===== config.mk =====
export PLATFORM = sky130hd
export DESIGN_NAME = planar_bitmap_rle_decoder_unit
export DESIGN_NICKNAME = d
export VERILOG_FILES = /design/src/design/pbrd_pkg.sv /design/src/design/pbrd_front.sv /design/src/design/pbrd_queue.sv /design/src/design/pbrd_back.sv /design/src/design/planar_bitmap_rle_decoder_unit.sv
export VERILOG_INCLUDE_DIRS = /design/src /design/src/design
export SDC_FILE = /design/constraint.sdc
export NUM_CORES = 1
export LEC_CHECK = 0
export BUFFER_PORTS_ARGS = -buffer_cell sky130_fd_sc_hd__buf_4
export CORE_ASPECT_RATIO = 2
export CORE_MARGIN = 2
export CORE_UTILIZATION = 30
export DETAILED_ROUTE_END_ITERATION = 16
export GPL_TIMING_DRIVEN = 0
export PLACE_DENSITY = 0.57
export SYNTH_ARGS = -nofsm -noshare
export SYNTH_HDL_FRONTEND = slang
export SYNTH_SLANG_ARGS = --single-unit

===== constraint.sdc =====
create_clock -name i_clk -period 9.4 [get_ports i_clk]
set_input_delay 0.94 -clock i_clk [delete_from_list [all_inputs] [get_ports i_clk]]
set_output_delay 0.94 -clock i_clk [all_outputs]
set_load 0.02 [all_outputs]

===== src/design/planar_bitmap_rle_decoder_unit_defines.svh =====
`ifndef PLANAR_BITMAP_RLE_DECODER_UNIT_DEFINES_SVH
`define PLANAR_BITMAP_RLE_DECODER_UNIT_DEFINES_SVH

// Same-cycle implication, disabled while reset is held.
`define PBRD_ASSERT_IMP(lbl, clk, rst_n, ante, cons, msg) \
    lbl: assert property (@(posedge clk) disable iff (!(rst_n)) (ante) |-> (cons)) \
        else $error(msg);

// Next-cycle implication, disabled while reset is held.
`define PBRD_ASSERT_NXT(lbl, clk, rst_n, ante, cons, msg) \
    lbl: assert property (@(posedge clk) disable iff (!(rst_n)) (ante) |=> (cons)) \
        else $error(msg);

`endif


===== src/design/pbrd_pkg.sv =====
package pbrd_pkg;

    typedef enum logic [2:0] {
        ST_HDR_OK     = 3'd0,
        ST_RUN        = 3'd1,
        ST_BAD_LAYOUT = 3'd2,
        ST_ZERO_LIT   = 3'd3,
        ST_ZERO_RUN   = 3'd4,
        ST_TRUNC      = 3'd5
    } t_status;

    typedef enum logic [3:0] {
        PH_HDR    = 4'd0,
        PH_CTRL   = 4'd1,
        PH_LIT_HI = 4'd2,
        PH_LIT_LO = 4'd3,
        PH_REP    = 4'd4,
        PH_CNT_LO = 4'd5,
        PH_SW0    = 4'd6,
        PH_SW1    = 4'd7,
        PH_TRAIL  = 4'd8,
        PH_DRAIN  = 4'd9
    } t_phase;

    // Top two bits of a control byte.
    typedef enum logic [1:0] {
        CK_LITERAL = 2'b00,
        CK_REPEAT  = 2'b01,
        CK_LONG    = 2'b10,
        CK_SWAP    = 2'b11
    } t_ctrl_kind;

    localparam logic [7:0]  SEQ_HIGH_BYTE = 8'h80;
    localparam logic [15:0] SEQ_MIN_HEIGHT = 16'd200;
    localparam logic [7:0]  HEIGHT_LIMIT  = 8'd200;

    typedef struct packed {
        logic [7:0] data_byte;
        logic       record_end;
    } t_in_item;

    typedef struct packed {
        logic [2:0]  status;
        logic [15:0] word_value;
        logic [13:0] run_length;
        logic [13:0] word_position;
        logic        image_done;
        logic [8:0]  pixel_width;
        logic [7:0]  pixel_height;
        logic        seq_layout;
    } t_out_item;

    // Request from the parser to the output side.
    typedef struct packed {
        t_status     status;
        logic [15:0] word_value;
        logic [13:0] run_length;
        logic [13:0] word_position;
        logic        image_done;
        logic        hdr_valid;
        logic [6:0]  row_words_lo;
        logic [7:0]  height;
        logic        seq;
    } t_req;

    typedef struct packed {
        logic at_header;
        logic hdr_valid;
    } t_front_stat;

endpackage


===== src/design/pbrd_front.sv =====
module pbrd_front #(
    parameter int MAX_ROW_WORDS = 80
) (
    input  logic               i_clk,
    input  logic               i_rst_n,
    input  logic               i_in_valid,
    output logic               o_in_ready,
    input  pbrd_pkg::t_in_item i_in_item,
    input  logic               i_q_full,
    output logic               o_push,
    output pbrd_pkg::t_req     o_req,
    output pbrd_pkg::t_front_stat o_stat
);

    localparam int RW_W  = $clog2(MAX_ROW_WORDS + 1);
    localparam int TOT_W = $clog2(MAX_ROW_WORDS * 199 + 1);
    localparam int CMP_W = (TOT_W > 14) ? TOT_W : 14;
    localparam int PRD_W = RW_W + 8;

    pbrd_pkg::t_phase r_phase, n_phase;
    logic [1:0]       r_hdr_cnt, n_hdr_cnt;
    logic [15:0]      r_row_words, n_row_words;
    logic [15:0]      r_height_word, n_height_word;
    logic             r_seq, n_seq;
    logic             r_hdr_valid, n_hdr_valid;
    logic [TOT_W-1:0] r_words_done, n_words_done;
    logic [TOT_W-1:0] r_words_total, n_words_total;
    logic [13:0]      r_run_count, n_run_count;
    logic [5:0]       r_lit_left, n_lit_left;
    logic [7:0]       r_held, n_held;

    logic             accept;
    logic [7:0]       b;
    logic             last;

    // run clipping
    logic [13:0]      e_cnt;
    logic [TOT_W-1:0] e_rem;
    logic [TOT_W-1:0] e_len;
    logic [TOT_W-1:0] e_new;
    logic             e_fin;

    // header check
    logic [15:0]      hw;
    logic             hw_seq;
    logic [7:0]       hw_h;
    logic             hdr_bad;
    logic [PRD_W-1:0] prod;

    logic             emit;
    pbrd_pkg::t_status st;
    logic [15:0]      q_val;
    logic             q_run;

    assign o_in_ready = !i_q_full;
    assign accept     = i_in_valid && o_in_ready;
    assign b          = i_in_item.data_byte;
    assign last       = i_in_item.record_end;
    assign o_push     = accept && emit;

    assign o_stat.at_header = (r_phase == pbrd_pkg::PH_HDR) && (r_hdr_cnt == 2'd0);
    assign o_stat.hdr_valid = r_hdr_valid;

    always_comb begin
        e_cnt = (r_phase == pbrd_pkg::PH_LIT_LO) ? 14'd1 : r_run_count;
        e_rem = r_words_total - r_words_done;
        e_len = (CMP_W'(e_cnt) < CMP_W'(e_rem)) ? TOT_W'(e_cnt) : e_rem;
        e_new = r_words_done + e_len;
        e_fin = (e_new >= r_words_total);

        hw      = {r_height_word[7:0], b};
        hw_seq  = (hw >= pbrd_pkg::SEQ_MIN_HEIGHT);
        hw_h    = hw[7:0];
        hdr_bad = (r_row_words == 16'd0)
               || ({16'd0, r_row_words} > 32'(MAX_ROW_WORDS))
               || (r_row_words[1:0] != 2'b00)
               || (hw_h == 8'd0)
               || (hw_h >= pbrd_pkg::HEIGHT_LIMIT)
               || (hw_seq && (hw[15:8] != pbrd_pkg::SEQ_HIGH_BYTE));
        prod    = PRD_W'(r_row_words[RW_W-1:0]) * PRD_W'(hw_h);
    end

    always_comb begin
        n_phase       = r_phase;
        n_hdr_cnt     = r_hdr_cnt;
        n_row_words   = r_row_words;
        n_height_word = r_height_word;
        n_seq         = r_seq;
        n_hdr_valid   = r_hdr_valid;
        n_words_done  = r_words_done;
        n_words_total = r_words_total;
        n_run_count   = r_run_count;
        n_lit_left    = r_lit_left;
        n_held        = r_held;
        emit          = 1'b0;
        st            = pbrd_pkg::ST_RUN;
        q_val         = 16'd0;
        q_run         = 1'b0;

        unique case (r_phase)
            pbrd_pkg::PH_HDR: begin
                if (r_hdr_cnt[1] == 1'b0) begin
                    n_row_words = {r_row_words[7:0], b};
                end else begin
                    n_height_word = hw;
                end
                n_hdr_cnt = r_hdr_cnt + 2'd1;
                if (r_hdr_cnt == 2'd3) begin
                    emit = 1'b1;
                    if (hdr_bad) begin
                        st      = pbrd_pkg::ST_BAD_LAYOUT;
                        n_phase = pbrd_pkg::PH_DRAIN;
                    end else begin
                        st            = pbrd_pkg::ST_HDR_OK;
                        n_hdr_valid   = 1'b1;
                        n_seq         = hw_seq;
                        n_height_word = {8'd0, hw_h};
                        n_words_total = TOT_W'(prod);
                        n_words_done  = '0;
                        n_phase       = pbrd_pkg::PH_CTRL;
                    end
                end
            end
            pbrd_pkg::PH_CTRL: begin
                n_run_count = {8'd0, b[5:0]};
                unique case (pbrd_pkg::t_ctrl_kind'(b[7:6]))
                    pbrd_pkg::CK_LITERAL: begin
                        if (b == 8'd0) begin
                            emit    = 1'b1;
                            st      = pbrd_pkg::ST_ZERO_LIT;
                            n_phase = pbrd_pkg::PH_DRAIN;
                        end else begin
                            n_lit_left = (CMP_W'(b[5:0]) < CMP_W'(e_rem)) ? b[5:0] : 6'(e_rem);
                            n_phase    = pbrd_pkg::PH_LIT_HI;
                        end
                    end
                    pbrd_pkg::CK_REPEAT: n_phase = pbrd_pkg::PH_REP;
                    pbrd_pkg::CK_LONG:   n_phase = pbrd_pkg::PH_CNT_LO;
                    pbrd_pkg::CK_SWAP:   n_phase = pbrd_pkg::PH_SW0;
                    default:             n_phase = pbrd_pkg::PH_SW0;
                endcase
            end
            pbrd_pkg::PH_LIT_HI: begin
                n_held  = b;
                n_phase = pbrd_pkg::PH_LIT_LO;
            end
            pbrd_pkg::PH_LIT_LO: begin
                emit         = 1'b1;
                q_run        = 1'b1;
                q_val        = {r_held, b};
                n_words_done = e_new;
                n_lit_left   = (r_lit_left != 6'd0) ? (r_lit_left - 6'd1) : 6'd0;
                if (e_fin) begin
                    n_phase = pbrd_pkg::PH_TRAIL;
                end else if (n_lit_left != 6'd0) begin
                    n_phase = pbrd_pkg::PH_LIT_HI;
                end else begin
                    n_phase = pbrd_pkg::PH_CTRL;
                end
            end
            pbrd_pkg::PH_REP: begin
                emit = 1'b1;
                if (r_run_count == 14'd0) begin
                    st      = pbrd_pkg::ST_ZERO_RUN;
                    n_phase = pbrd_pkg::PH_DRAIN;
                end else begin
                    q_run        = 1'b1;
                    q_val        = {b, b};
                    n_words_done = e_new;
                    n_phase      = e_fin ? pbrd_pkg::PH_TRAIL : pbrd_pkg::PH_CTRL;
                end
            end
            pbrd_pkg::PH_CNT_LO: begin
                n_run_count = {r_run_count[5:0], b};
                n_phase     = pbrd_pkg::PH_SW0;
            end
            pbrd_pkg::PH_SW0: begin
                n_held  = b;
                n_phase = pbrd_pkg::PH_SW1;
            end
            pbrd_pkg::PH_SW1: begin
                emit = 1'b1;
                if (r_run_count == 14'd0) begin
                    st      = pbrd_pkg::ST_ZERO_RUN;
                    n_phase = pbrd_pkg::PH_DRAIN;
                end else begin
                    q_run        = 1'b1;
                    q_val        = {b, r_held};
                    n_words_done = e_new;
                    n_phase      = e_fin ? pbrd_pkg::PH_TRAIL : pbrd_pkg::PH_CTRL;
                end
            end
            default: begin
                // trailing bytes and error drain: nothing to do
            end
        endcase

        o_req.status        = st;
        o_req.word_value    = q_run ? q_val : 16'd0;
        o_req.run_length    = q_run ? 14'(e_len) : 14'd0;
        o_req.word_position = q_run ? 14'(r_words_done) : 14'd0;
        o_req.image_done    = q_run && e_fin;
        o_req.hdr_valid     = n_hdr_valid;
        o_req.row_words_lo  = n_row_words[6:0];
        o_req.height        = n_height_word[7:0];
        o_req.seq           = n_seq;

        // record cut short: keeps a completed run's fields, never done
        if (last && (n_phase != pbrd_pkg::PH_TRAIL) && (n_phase != pbrd_pkg::PH_DRAIN)) begin
            emit             = 1'b1;
            o_req.status     = pbrd_pkg::ST_TRUNC;
            o_req.image_done = 1'b0;
        end

        if (last) begin
            n_phase       = pbrd_pkg::PH_HDR;
            n_hdr_cnt     = 2'd0;
            n_row_words   = 16'd0;
            n_height_word = 16'd0;
            n_seq         = 1'b0;
            n_hdr_valid   = 1'b0;
            n_words_done  = '0;
            n_words_total = '0;
            n_run_count   = 14'd0;
            n_lit_left    = 6'd0;
            n_held        = 8'd0;
        end
    end

    always_ff @(posedge i_clk) begin
        if (!i_rst_n) begin
            r_phase       <= pbrd_pkg::PH_HDR;
            r_hdr_cnt     <= 2'd0;
            r_row_words   <= 16'd0;
            r_height_word <= 16'd0;
            r_seq         <= 1'b0;
            r_hdr_valid   <= 1'b0;
            r_words_done  <= '0;
            r_words_total <= '0;
            r_run_count   <= 14'd0;
            r_lit_left    <= 6'd0;
            r_held        <= 8'd0;
        end else if (accept) begin
            r_phase       <= n_phase;
            r_hdr_cnt     <= n_hdr_cnt;
            r_row_words   <= n_row_words;
            r_height_word <= n_height_word;
            r_seq         <= n_seq;
            r_hdr_valid   <= n_hdr_valid;
            r_words_done  <= n_words_done;
            r_words_total <= n_words_total;
            r_run_count   <= n_run_count;
            r_lit_left    <= n_lit_left;
            r_held        <= n_held;
        end
    end

endmodule


===== src/design/pbrd_queue.sv =====
module pbrd_queue (
    input  logic           i_clk,
    input  logic           i_rst_n,
    input  logic           i_push,
    input  pbrd_pkg::t_req i_req,
    output logic           o_full,
    output logic           o_valid,
    output pbrd_pkg::t_req o_req,
    input  logic           i_pop
);

    pbrd_pkg::t_req r_mem [2];
    logic           r_wr_ptr, r_rd_ptr;
    logic [1:0]     r_count, n_count;

    assign o_full  = (r_count == 2'd2);
    assign o_valid = (r_count != 2'd0);
    assign o_req   = r_mem[r_rd_ptr];

    always_comb begin
        n_count = r_count;
        if (i_push && !i_pop) begin
            n_count = r_count + 2'd1;
        end else if (!i_push && i_pop) begin
            n_count = r_count - 2'd1;
        end
    end

    always_ff @(posedge i_clk) begin
        if (i_push) begin
            r_mem[r_wr_ptr] <= i_req;
        end
    end

    always_ff @(posedge i_clk) begin
        if (!i_rst_n) begin
            r_wr_ptr <= 1'b0;
            r_rd_ptr <= 1'b0;
            r_count  <= 2'd0;
        end else begin
            if (i_push) r_wr_ptr <= ~r_wr_ptr;
            if (i_pop)  r_rd_ptr <= ~r_rd_ptr;
            r_count <= n_count;
        end
    end

endmodule


===== src/design/pbrd_back.sv =====
module pbrd_back (
    input  logic                i_clk,
    input  logic                i_rst_n,
    input  logic                i_q_valid,
    input  pbrd_pkg::t_req      i_req,
    output logic                o_pop,
    output logic                o_out_valid,
    input  logic                i_out_ready,
    output pbrd_pkg::t_out_item o_out_item
);

    logic                r_valid;
    pbrd_pkg::t_out_item r_item, n_item;

    assign o_pop       = i_q_valid && (!r_valid || i_out_ready);
    assign o_out_valid = r_valid;
    assign o_out_item  = r_item;

    // header dimensions read as zero until a header has been accepted
    always_comb begin
        n_item.status        = i_req.status;
        n_item.word_value    = i_req.word_value;
        n_item.run_length    = i_req.run_length;
        n_item.word_position = i_req.word_position;
        n_item.image_done    = i_req.image_done;
        n_item.pixel_width   = i_req.hdr_valid ? {i_req.row_words_lo, 2'b00} : 9'd0;
        n_item.pixel_height  = i_req.hdr_valid ? i_req.height : 8'd0;
        n_item.seq_layout    = i_req.hdr_valid && i_req.seq;
    end

    always_ff @(posedge i_clk) begin
        if (o_pop) begin
            r_item <= n_item;
        end
    end

    always_ff @(posedge i_clk) begin
        if (!i_rst_n) begin
            r_valid <= 1'b0;
        end else if (o_pop) begin
            r_valid <= 1'b1;
        end else if (i_out_ready) begin
            r_valid <= 1'b0;
        end
    end

endmodule


===== src/design/planar_bitmap_rle_decoder_unit.sv =====
// Channel   Valid        Ready        Payload (pbrd_pkg)
// bytes in  i_in_valid   o_in_ready   i_in_item  : t_in_item  (data_byte, record_end)
// results   o_out_valid  i_out_ready  o_out_item : t_out_item (status .. seq_layout)
//
// One byte per cycle unless the queue is full; parser state is registered per byte.
// A result enters the queue at the edge that takes its byte, then reaches o_out_valid
// through the output register once popped; other bytes only advance the parser.
// Reset is synchronous, active low; no memory, so no clearing pass.
// A two-request queue between parser and output register absorbs output stalls;
// o_in_ready drops only once that queue is full.
`include "planar_bitmap_rle_decoder_unit_defines.svh"

module planar_bitmap_rle_decoder_unit #(
    parameter int MAX_ROW_WORDS = 80
) (
    input  logic                i_clk,
    input  logic                i_rst_n,
    input  logic                i_in_valid,
    output logic                o_in_ready,
    input  pbrd_pkg::t_in_item  i_in_item,
    output logic                o_out_valid,
    input  logic                i_out_ready,
    output pbrd_pkg::t_out_item o_out_item
);

    // parser -> queue
    logic                  w_push;
    pbrd_pkg::t_req        w_push_req;
    logic                  w_q_full;
    pbrd_pkg::t_front_stat w_stat;

    // queue -> output stage
    logic                  w_q_valid;
    pbrd_pkg::t_req        w_q_req;
    logic                  w_pop;

    // assertion terms
    logic                  w_out_run;
    logic                  w_out_hdr;
    logic                  w_out_done;
    logic                  w_in_last;
    logic                  w_rearmed;

    // Front: header assembly and check, control byte decode, run clipping
    // against the words left in the image, truncation on record_end.
    pbrd_front #(
        .MAX_ROW_WORDS (MAX_ROW_WORDS)
    ) u_front (
        .i_clk      (i_clk),
        .i_rst_n    (i_rst_n),
        .i_in_valid (i_in_valid),
        .o_in_ready (o_in_ready),
        .i_in_item  (i_in_item),
        .i_q_full   (w_q_full),
        .o_push     (w_push),
        .o_req      (w_push_req),
        .o_stat     (w_stat)
    );

    // Short request queue so parser and consumer stall independently.
    pbrd_queue u_queue (
        .i_clk   (i_clk),
        .i_rst_n (i_rst_n),
        .i_push  (w_push),
        .i_req   (w_push_req),
        .o_full  (w_q_full),
        .o_valid (w_q_valid),
        .o_req   (w_q_req),
        .i_pop   (w_pop)
    );

    // Back: formats each request into a result and holds it until taken.
    pbrd_back u_back (
        .i_clk       (i_clk),
        .i_rst_n     (i_rst_n),
        .i_q_valid   (w_q_valid),
        .i_req       (w_q_req),
        .o_pop       (w_pop),
        .o_out_valid (o_out_valid),
        .i_out_ready (i_out_ready),
        .o_out_item  (o_out_item)
    );

    // Assertions
    assign w_out_run  = o_out_valid && (o_out_item.status == pbrd_pkg::ST_RUN);
    assign w_out_hdr  = o_out_valid && (o_out_item.status == pbrd_pkg::ST_HDR_OK);
    assign w_out_done = o_out_valid && o_out_item.image_done;
    assign w_in_last  = i_in_valid && o_in_ready && i_in_item.record_end;
    assign w_rearmed  = w_stat.at_header && !w_stat.hdr_valid;

    `PBRD_ASSERT_IMP(a_no_push_when_full, i_clk, i_rst_n, w_push, !w_q_full, "push when full")
    `PBRD_ASSERT_IMP(a_done_only_on_run, i_clk, i_rst_n, w_out_done, w_out_run, "done off run")
    `PBRD_ASSERT_IMP(a_run_not_empty, i_clk, i_rst_n, w_out_run, o_out_item.run_length != 14'd0, "empty run")
    `PBRD_ASSERT_IMP(a_hdr_height, i_clk, i_rst_n, w_out_hdr, o_out_item.pixel_height != 8'd0, "zero height")
    `PBRD_ASSERT_NXT(a_rearm, i_clk, i_rst_n, w_in_last, w_rearmed, "no rearm after record end")

endmodule

======== After elaboration in Yosys (flattened, before gate mapping) ========
Memory sizes are Yosys's and may differ from the RTL's. A register that Yosys moved wholly into a read port is not among the register bits.
Index checks and enable logic that the tools add are counted.
word-level totals
  memories ................................ 1
  logic and storage cells ................. 189
  RAM bits ................................ 130
  input port bits ......................... 13
  bits in registers ....................... 167
cells by class
  $lt $le $gt $ge ......................... 6
  multipliers ............................. 1
  multiplexer cells ....................... 78
  equal/unequal tests ..................... 22
  reductions and logical operators ........ 47
  $add $sub $neg .......................... 6
  bitwise gates (word level) .............. 2
memory list
  memory         depth  bits a word  read ports  clocked after Yosys merged registers in  wr ports  RTL line          source
  u_queue.r_mem  2      65           1           1                                        1         pbrd_queue.sv:12  pbrd_pkg::t_req r_mem [2];
operator list
  operator                                               number
  two-way mux 14 bit                                     13
  two-way mux 16 bit                                     11
  one-hot mux 16 bit (3 select lines)                    1
  one-hot mux 14 bit (3 select lines)                    1
  two-way mux 6 bit                                      5
  two-way mux 4 bit                                      7
  one-hot mux 14 bit (2 select lines)                    1
  one-hot mux 4 bit (7 select lines)                     1
  two-way mux 1 bit                                      20
  equality test 4 x 3 -> 1 bit (second input constant)   4
  >= comparator 16 x 8 -> 1 bit (second input constant)  1
  > comparator 16 x 7 -> 1 bit (second input constant)   1
  logical NOT 16 bit                                     1
  two-way mux 8 bit                                      2
  one-hot mux 4 bit (4 select lines)                     1
  adder 14 bit                                           1
  >= comparator 14 bit                                   1
  logical NOT 14 bit                                     1
  less-than comparator 14 bit                            1
  less-than comparator 6 x 14 -> 1 bit                   1
  multiplier 7 x 8 -> 14 bit                             1
  two-way mux 2 bit                                      7
  nonzero test 2 bit                                     7
  subtractor 14 bit                                      1
  other kinds (34)                                       71

======== Logic depth before layout (Yosys ltp) ========
Gate-level depths: netlist of the first run.
  depth after elaboration ................. 18
  mapped depth ............................ 44

======== Hierarchy ========
From an unflattened synthesis of the first run, not the netlist that was laid out.
unflattened totals
  cells, all modules ...................... 1407
  area, all modules ....................... 15828.9 um^2
by module, submodules not included
  module      seq. area each (um^2)  cells each  area an instance (um^2)  times used
  pbrd_front  1761.7                 1095        8795.9                   1
  pbrd_queue  4003.8                 224         4926.0                   1
  pbrd_back   1941.9                 88          2107.0                   1

======== Worst setup path after synthesis of the first run ========
Ideal clock, no wire load.
  kind .................................... reg2reg
  start ................................... reg u_front.r_words_done[1]
  end ..................................... mem u_queue.r_mem[1][0] in the netlist's numbering (enable)
  path buffers ............................ 1
  path slack .............................. -0.588 ns
  library setup time ...................... 0.430 ns
  data arrival time ....................... 9.558 ns
  stages on the path, launching flop included .. 42
  data required time ...................... 8.970 ns
  path through ............................ dfxtp_1 > inv_1 > ha_1 > nor2b_4 > o31a_1 > o21ai_0 > a21boi_0 > o21a_1 > or3_2 > nand2_1 > ha_1 > nor3_1 > a211oi_1 > o21ai_0 > maj3_2 > o32ai_1 > nor2_1 > a21oi_2 > (+6 left out) > o21bai_1 > a21oi_1 > o21bai_1 > a21oi_1 > o21bai_1 > a2111oi_0 > nor3_1 > xor2_1 > ha_1 > nand2_1 > nor2_1 > a21oi_1 > o21ai_0 > a21o_1 > o311ai_0 > a2111oi_0 > nor2_1 > and2_1
on the way
  longest elaborated chain between the ends .. 15
  elaborated cells between the ends (all ways) .. 17
  those cells by class .................... 2 x add/sub; 2 x order compare; 2 x eq/ne; 8 x mux; 3 x reduce/logical
ends and longest elaborated chain
  what                                         RTL line                              source
  start, declared                              pbrd_front.sv:26                      logic [TOT_W-1:0] r_words_done, n_words_done;
  start signal, assigned                       pbrd_front.sv:250                     r_words_done <= n_words_done;
  subtractor 14 bit                            pbrd_front.sv:66                      e_rem = r_words_total - r_words_done;
  less-than comparator 14 bit                  pbrd_front.sv:67                      e_len = (CMP_W'(e_cnt) < CMP_W'(e_rem)) ? TOT_W'(e_cnt) : e_rem;
  two-way mux 14 bit                           pbrd_front.sv:67
  adder 14 bit (*)                             pbrd_front.sv:68                      e_new = r_words_done + e_len;
  >= comparator 14 bit (*)                     pbrd_front.sv:69                      e_fin = (e_new >= r_words_total);
  two-way mux 4 bit                            pbrd_front.sv:170, pbrd_front.sv:190
  two-way mux 4 bit                            pbrd_front.sv:163, pbrd_front.sv:183
  one-hot mux 4 bit (7 select lines) (*)       pbrd_front.sv:100                     unique case (r_phase)
  inequality test 4 bit                        pbrd_front.sv:209                     if (last && (n_phase != pbrd_pkg::PH_TRAIL) && (n_phase != pbrd_pkg::PH_DRAIN)) begin
  logical AND 1 bit                            pbrd_front.sv:209
  logical AND 1 bit (*)                        pbrd_front.sv:209
  two-way mux 1 bit (*)                        pbrd_front.sv:209
  logical AND 1 bit (*)                        pbrd_front.sv:59                      assign o_push = accept && emit;
  net u_front.o_push                           pbrd_front.sv:10                      output logic o_push,
  two-way mux 1 bit (*)                        pbrd_queue.sv:30                      if (i_push) begin
  two-way mux 1 bit (implied by the code) (*)  pbrd_queue.sv:31                      r_mem[r_wr_ptr] <= i_req;
  end, declared                                pbrd_queue.sv:12
Mark *: on every way through the listed nets, which the timed path passes. The rest lies on a longest branch.

======== Final worst setup path of the first run ========
  start ................................... reg u_front.r_words_done[0]
  end ..................................... mem u_queue.r_mem[0][14] in the netlist's numbering (enable)
on the way
  longest elaborated chain between the ends .. 15
  elaborated cells between the ends (all ways) .. 17
  those cells by class .................... 2 x add/sub; 2 x order compare; 2 x eq/ne; 8 x mux; 3 x reduce/logical
ends and longest elaborated chain
  what                                         RTL line
  subtractor 14 bit                            pbrd_front.sv:66
  less-than comparator 14 bit                  pbrd_front.sv:67
  two-way mux 14 bit                           pbrd_front.sv:67
  adder 14 bit (*)                             pbrd_front.sv:68
  >= comparator 14 bit (*)                     pbrd_front.sv:69
  two-way mux 4 bit                            pbrd_front.sv:170, pbrd_front.sv:190
  two-way mux 4 bit                            pbrd_front.sv:163, pbrd_front.sv:183
  one-hot mux 4 bit (7 select lines) (*)       pbrd_front.sv:100
  inequality test 4 bit                        pbrd_front.sv:209
  logical AND 1 bit                            pbrd_front.sv:209
  logical AND 1 bit (*)                        pbrd_front.sv:209
  two-way mux 1 bit (*)                        pbrd_front.sv:209
  logical AND 1 bit (*)                        pbrd_front.sv:59
  two-way mux 1 bit (*)                        pbrd_queue.sv:30
  two-way mux 1 bit (implied by the code) (*)  pbrd_queue.sv:31
Every way passes the cells marked *; elsewhere a longest branch is shown, timed or not.

==> summary.txt, run 1 <==
Route
  • DR vias/cell: 5.12
  • Drt first pass iters: 5
  • Post-route DRC: 0
  • Routed wire per std cell: 19.7 um
  • DRT iter0 DRCs: 584
  • Via count: approximately 11,000
  • Routed Antenna Nets: 0
  • Final wirelength: 43,200 um

Floorplan
  • Core area: 50,700 um2
  • Horiz. Die Dim: 164 um
  • I/O pins: 81
  • Placement Rows: 117
  • Starting Density: 0.303
  • Die ar.: 53,000 um2
  • Die extent in y: 324 um

Synth
  • Synth Flop Type: edfxtp_1
  • Main combinational cell family by area after synthesis: compound AO/OA/AOI/OAI gates
  • Yosys top cell by area: edfxtp_1
  • Xor-xnor portion of the synthesized cell area: 0.0192
  • Post-synthesis register bit count: 288
  • Post-synthesis mux area share: 0.0661
  • Simple-gate portion of the synthesized area: 0.124
  • Library cells used by synthesis: 81
  • Top post-synthesis cells by count: 194 x edfxtp_1, 164 x nor2_1, 102 x inv_1, 94 x dfxtp_1, 89 x ha_1
  • Area fraction of the dominant cell type after synthesis: 0.380
  • Ys Warns: 0
  • Post-synth EDFFs: 194
  • Top post-synthesis cells by area: edfxtp_1 38%, dfxtp_1 12%, ha_1 7.3%
  • Syn_area_per_cell: about 11 um2
  • Sequential-to-total area share from yosys stat: 0.503
  • Post-synth ARST share: 0
  • Adder-cell share of the synthesized area: 0.113
  • Synth Area in Compound Gates: 0.131
  • Cells after Synth: 1,393
  • Most common cell in the synthesized netlist: edfxtp_1
  • Mapped cell area: 15,300 um2

Critical path
  • Worst Setup Start Kind: flop
  • Slowest CP cell: dfxtp_1
  • CP delay by family, top: compound AO/OA/AOI/OAI gates
  • Largest stage delay on the critical path: 0.49 ns
  • Required time worst endpoint: just under 10 ns
  • CP endpoint kind: flop
  • Crit Path Class: reg2reg
  • Worst Path Buf+Inv: 3
  • Worst Path Arrival: 9.29 ns
  • CP Max Fanout: 13

Timing
  • Total negative slack: 0 ns
  • Final-report hold violation count: 0
  • Slew headroom: 0.156
  • Clk_skew: 0.0190 ns
  • Slew Viols, Final: 0
  • Minimum clock period: roughly 9 ns
  • Fin crit share: 0.961
  • FMAX: 0.111 GHz
  • Least-Margin Pin Slew: 1.25 ns
  • # setup viols final: 0
  • Worst setup margin: about 0.37 ns

Final layout
  • Multi-input gate area: between 7000 and 8000 um2
  • Layout fillers: 5,108
  • Final nets: roughly 1,700
  • Layout area overhead: 18.0%
  • Antenna diodes: 0
  • Sequential Area: 7710 um2
  • Final core utilization: 0.357
  • Layout cells sized above 1: 0.172

Clocking
  • CTS max path bufs: 3
  • CTS Buf Count: 25
  • Hold buffers post-CTS: 0
  • Worst-Skew Late Latency: approximately 0.58 ns
  • Clk sinks: around 290
  • Max H-tree Level: 1
  • CTS tree: done
  • CTS root buf: clkbuf_16
  • Worst-path clk slew: roughly 0.080 ns

Global routing
  • Largest net degree at the start of global routing: 40
  • GRT Total Usage: 0.162
  • First-pass GRT wire length: 65,300 um
  • Total grt overflow: 0
  • Initial antenna violation count: 0
  • Vias in the first global route: 11,300

Power
  • Static Leak: 6.95 nW
  • Max VDD drop: about 140 uV
  • Total power: approximately 3.6 mW
  • PD cells: 197 nW/um2

Min path
  • Hold Crit Class: reg2reg

Outcome
  • Status: finished, final reports clean

Place
  • HPWL Detailed: 33,100 um
  • Dpl ws: -1.51 ns
  • GPL Wtd Cong: 0.894
  • IO buf count: about 80

Job
  • Max Cap Viol: 0
[power by group]
group / switching (mW) / internal [mW]
registers: 0.0472 / 1.56
clock network: 0.501 / 0.613
logic: 0.512 / 0.324
total: 1.06 / 2.50
[worst paths after layout]
check,to,cells past startpoint,start,slack [ns]
hold / removal,u_front.r_hdr_valid,2,u_front.r_hdr_valid,0.48
setup reg to reg,u_queue.r_mem[0][14],39,u_front.r_words_done[0],0.37
setup / recovery,u_queue.r_mem[0][14],39,u_front.r_words_done[0],0.37
hold reg to reg,u_front.r_hdr_valid,2,u_front.r_hdr_valid,0.48
[worst reg2reg max path: cells and delay by family (launching register included)]
kind,cells,cell delay [ns]
XOR/XNOR,2,0.52
buffers and inverters,3,0.54
multiplexers,1,0.32
AND/OR/NAND/NOR,8,1.16
AO/OA/AOI/OAI,19,3.86
adder cells (fa/ha/maj),6,1.81
flip-flops,1,0.49
[what timing repair did]
item | in CTS | in global routing
resized for setup | 27 | 24
buffers inserted | 9 | 6
setup endpoints to repair | 138 | 137
pin swaps | 7 | 15
cloned | 2 | 0
[sequential cells by signal, indices dropped and copies added (netlist names), 2 cells and up, named ones only]
register / cells
u_front.r_words_done: 14
u_front.r_run_count: 14
u_front.r_words_total: 14
u_front.r_lit_left: 6
u_front.r_row_words: 16
u_back.o_out_item: 64
u_front.r_hdr_cnt: 2
u_queue.r_count: 2
u_queue.r_mem: 130
u_front.r_held: 8
u_front.r_phase: 4
u_front.r_height_word: 8
[cells in the final DEF, fill, tap and decap left out, drive strengths merged, types with 3 or more instances in the layout]
cell type / Yosys / routed
nand3: 22 / 22
o22ai: 3 / 3
nor4: 8 / 8
a22o: 21 / 21
clkbuf: 53 / 88
a32o: 5 / 5
clkinvlp: 0 / 4
o31ai: 5 / 5
edfxtp: 194 / 194
nand2: 88 / 88
nand2b: 9 / 9
o21ai: 49 / 49
nor3b: 3 / 3
a211o: 4 / 4
xor2: 12 / 12
a21oi: 49 / 49
nor2: 164 / 164
and2: 24 / 25
inv: 103 / 104
o211ai: 6 / 6
o21a: 16 / 16
mux2: 66 / 66
a21boi: 7 / 7
fa: 30 / 30
clkinv: 0 / 5
dfxtp: 94 / 94
and3: 9 / 9
mux2i: 27 / 27
a2111oi: 4 / 4
o21bai: 6 / 6
a21o: 8 / 8
buf: 11 / 109
xnor2: 19 / 19
a22oi: 69 / 69
ha: 89 / 89
or3: 9 / 9
nor2b: 28 / 28
nor3: 32 / 32
a211oi: 10 / 10
[layer usage]
metal  part of all wire  vias up  global-route usage
met5                  0        -                   0
met4              0.078        0               0.108
met3              0.034      138              0.0156
met2               0.56      307               0.324
met1               0.33     5503               0.152
li1                   -     5277                   -
[cells by family after synthesis]
group	count (synthesis)
AOI/OAI and AO/OA	284
muxes	93
buffers and inverters	167
adders and majority gates	120
xor gates and xnor gates	32
and+or+nand+nor	408
other	1
DFF	288
[cell type report]
cell class                 instances  share of cell area
clock inverter                    11             0.00816
multi-input combinational        940               0.397
inverter                         103              0.0216
clock buffer                      35              0.0407
tap                              654              0.0452
timing repair buffer              98              0.0441
buffer                            64              0.0159
timing repair inverter             1            0.000415
sequential                       288               0.426
[metrics by stage]
stage	std cells	hold WS [ns]	cell area, um2
finish	2194	0.479	18100
global route	2194	0.514	18100
CTS	2188	0.477	17900
detailed placement	2131	0.456	16800
global placement	2126	0.451	16700
floorplan	1394	0.428	15300
No activity file was read; power rests on OpenSTA's default activity.
==> inputs of run 2 (changes only) <==
--- a/config.mk
+++ b/config.mk
@@ -12,7 +12,8 @@
 export CORE_UTILIZATION = 30
 export DETAILED_ROUTE_END_ITERATION = 16
 export GPL_TIMING_DRIVEN = 0
-export PLACE_DENSITY = 0.57
+export PLACE_DENSITY = 0.55
+export SKIP_CTS_REPAIR_TIMING = 1
 export SYNTH_ARGS = -nofsm -noshare
 export SYNTH_HDL_FRONTEND = slang
 export SYNTH_SLANG_ARGS = --single-unit
==> constraint.sdc (replaced) <==
create_clock -name i_clk -period 9.3 [get_ports i_clk]
set_input_delay 0.93 -clock i_clk [delete_from_list [all_inputs] [get_ports i_clk]]
set_output_delay 0.93 -clock i_clk [all_outputs]
set_load 0.02 [all_outputs]
==> run 2 against run 1 <==
- first-iteration DRC count shrank 1.0%
- critical path depth grew 1
- via count shrank 0.63%
- non-clock buffer count shrank 4
- critical endpoint is now u_queue.r_mem[0][23]
- final area shrank 0.19%
- sequential cell count is the same
- maximum frequency grew 0.79%
==> summary.txt, run 2 (synthesis gave the netlist of run 1 again) <==
Clocking
  • CTS root buf: clkbuf_16
  • CTS Buf Count: 26
  • Worst-path clk slew: ~0.07 ns
  • CTS max path bufs: 3
  • Max H-tree Level: 1
  • Clk sinks: 288
  • CTS tree: done
  • Worst-Skew Late Latency: 0.58 ns

Timing
  • Minimum clock period: between 8 and 9 ns
  • FMAX: ~0.11 GHz
  • Fin crit share: 0.964
  • Slew headroom: 0.0574
  • Final-report hold violation count: 0
  • Worst setup margin: about 0.34 ns
  • Clk_skew: 0.0316 ns
  • Least-Margin Pin Slew: between 1 and 1.5 ns
  • # setup viols final: 0
  • Slew Viols, Final: 0

Min path
  • HP Start: u_front.r_hdr_valid
  • Hold depth: 2
  • Hold Crit Endpoint: u_front.r_hdr_valid
  • Hold Crit Class: reg2reg

Power
  • Max VDD drop: 148 uV
  • Static Leak: 6.93 nW
  • PD cells: about 200 nW/um2

Global routing
  • Initial antenna violation count: 1
  • Total grt overflow: 0
  • Largest net degree at the start of global routing: 43
  • Vias in the first global route: 11,400
  • First-pass GRT wire length: 65,400 um
  • GRT Total Usage: 0.162

Critical path
  • CP Max Fanout: 16
  • Largest stage delay on the critical path: 0.44 ns
  • Reg2reg end: u_queue.r_mem[0][23]
  • Most common cell on crit path: ha_1
  • Worst Setup Start Kind: flop
  • CP Launch Point: u_front.r_words_total[0]
  • Required time worst endpoint: roughly 9.6 ns
  • Worst Path Arrival: 9.22 ns
  • Worst R2R Start: u_front.r_words_total[0]
  • Crit Path Class: reg2reg
  • Reg2reg path depth: 40
  • Slowest CP cell: or3_4
  • CP endpoint kind: flop
  • Reg2reg setup slack: 0.34 ns

Route
  • DR vias/cell: 5.09
  • DRT iter0 DRCs: 578
  • Final wirelength: 43,400 um
  • Routed Antenna Nets: 0
  • Post-route DRC: 0
  • Drt first pass iters: 5
  • Via count: around 11,000
  • Routed wire per std cell: 19.8 um

Floorplan
  • I/O pins: 81
  • Starting Density: 0.303
  • Die extent in y: approximately 320 um
  • Die ar.: 53,000 um2
  • Placement Rows: 117
  • Core area: 50,700 um2
  • Horiz. Die Dim: 164 um

Final layout
  • Number of cells in the finished layout apart from fillers: 2,191
  • Layout cells sized above 1: 0.168
  • Max FFs per register: 130
  • Antenna diodes: 0
  • Final nets: 1,649
  • Biggest register: u_queue.r_mem
  • Final core utilization: 0.356
  • Commonest non-fill, non-tap cell in the layout: edfxtp_1
  • Most frequent cells in the layout: 194 x edfxtp_1, 160 x nor2_1, 101 x inv_1
  • Layout area overhead: 17.8%

Job
  • Max Cap Viol: 0

Place
  • GPL Wtd Cong: ~0.90
  • HPWL Detailed: 33,500 um
  • IO buf count: 78
  • Dpl ws: -1.46 ns
  • Placed Cells: 2,131

Outcome
  • Status: finished, final reports clean
run 2: power by group:
group	switching, mW	leakage, nW	internal (mW)
clock	0.485	0.399	0.584
combinational	0.514	3.96	0.333
sequential	0.0490	2.58	1.58
total	1.05	6.93	2.49
run 2: final cells by class:
class                      instances  area, um2
sequential                       288       7710
inverter                         103        390
fill                            5043      32600
clock inverter                     7       82.6
multi-input combinational        940       7200
buffer                            64        288
timing repair buffer              94        818
tap                              654        818
clock buffer                      41        747
run 2: through the flow:
step / area [um2] / power [mW] / TNS [ns] / hold WS [ns]
3_5_place_dp: 16900 / 2.51 / -179.56 / 0.457
2_1_floorplan: 15300 / 2.16 / 0 / 0.428
5_1_grt: 18100 / 3.71 / -1.38 / 0.528
4_1_cts: 17700 / 3.58 / -183.48 / 0.475
6_report: 18100 / 3.54 / 0 / 0.474
3_3_place_gp: 16700 / 2.49 / -278.44 / 0.450
run 2: worst max-delay path: cells and delay by family, from the launching register on:
kind | cells | cell delay [ns]
muxes | 1 | 0.30
adders and majority gates | 6 | 1.90
AOI/OAI and AO/OA | 18 | 3.72
buffers and inverters | 5 | 0.66
DFF | 1 | 0.43
xor gates and xnor gates | 2 | 0.46
and+or+nand+nor | 8 | 1.15
run 2: per-layer routing:
layer	wire (um)	track usage	share of wire
met3	1570	0.0178	0.036
met2	23900	0.320	0.55
met4	3650	0.113	0.084
met1	14400	0.151	0.33
met5	0	0	0
run 2: worst max path at each step:
stage | slack, ns | end | cells after the start
finish | 0.34 | u_queue.r_mem[0][23] | 40
global route | -0.05 | u_queue.r_mem[0][18] | 42
CTS | -1.50 | u_queue.r_mem[1][21] | 40
detailed placement | -1.46 | u_queue.r_mem[1][53] | 40
global placement | -2.16 | u_queue.r_mem[0][51] | 39
floorplan | 0.04 | u_queue.r_mem[0][0] | 41
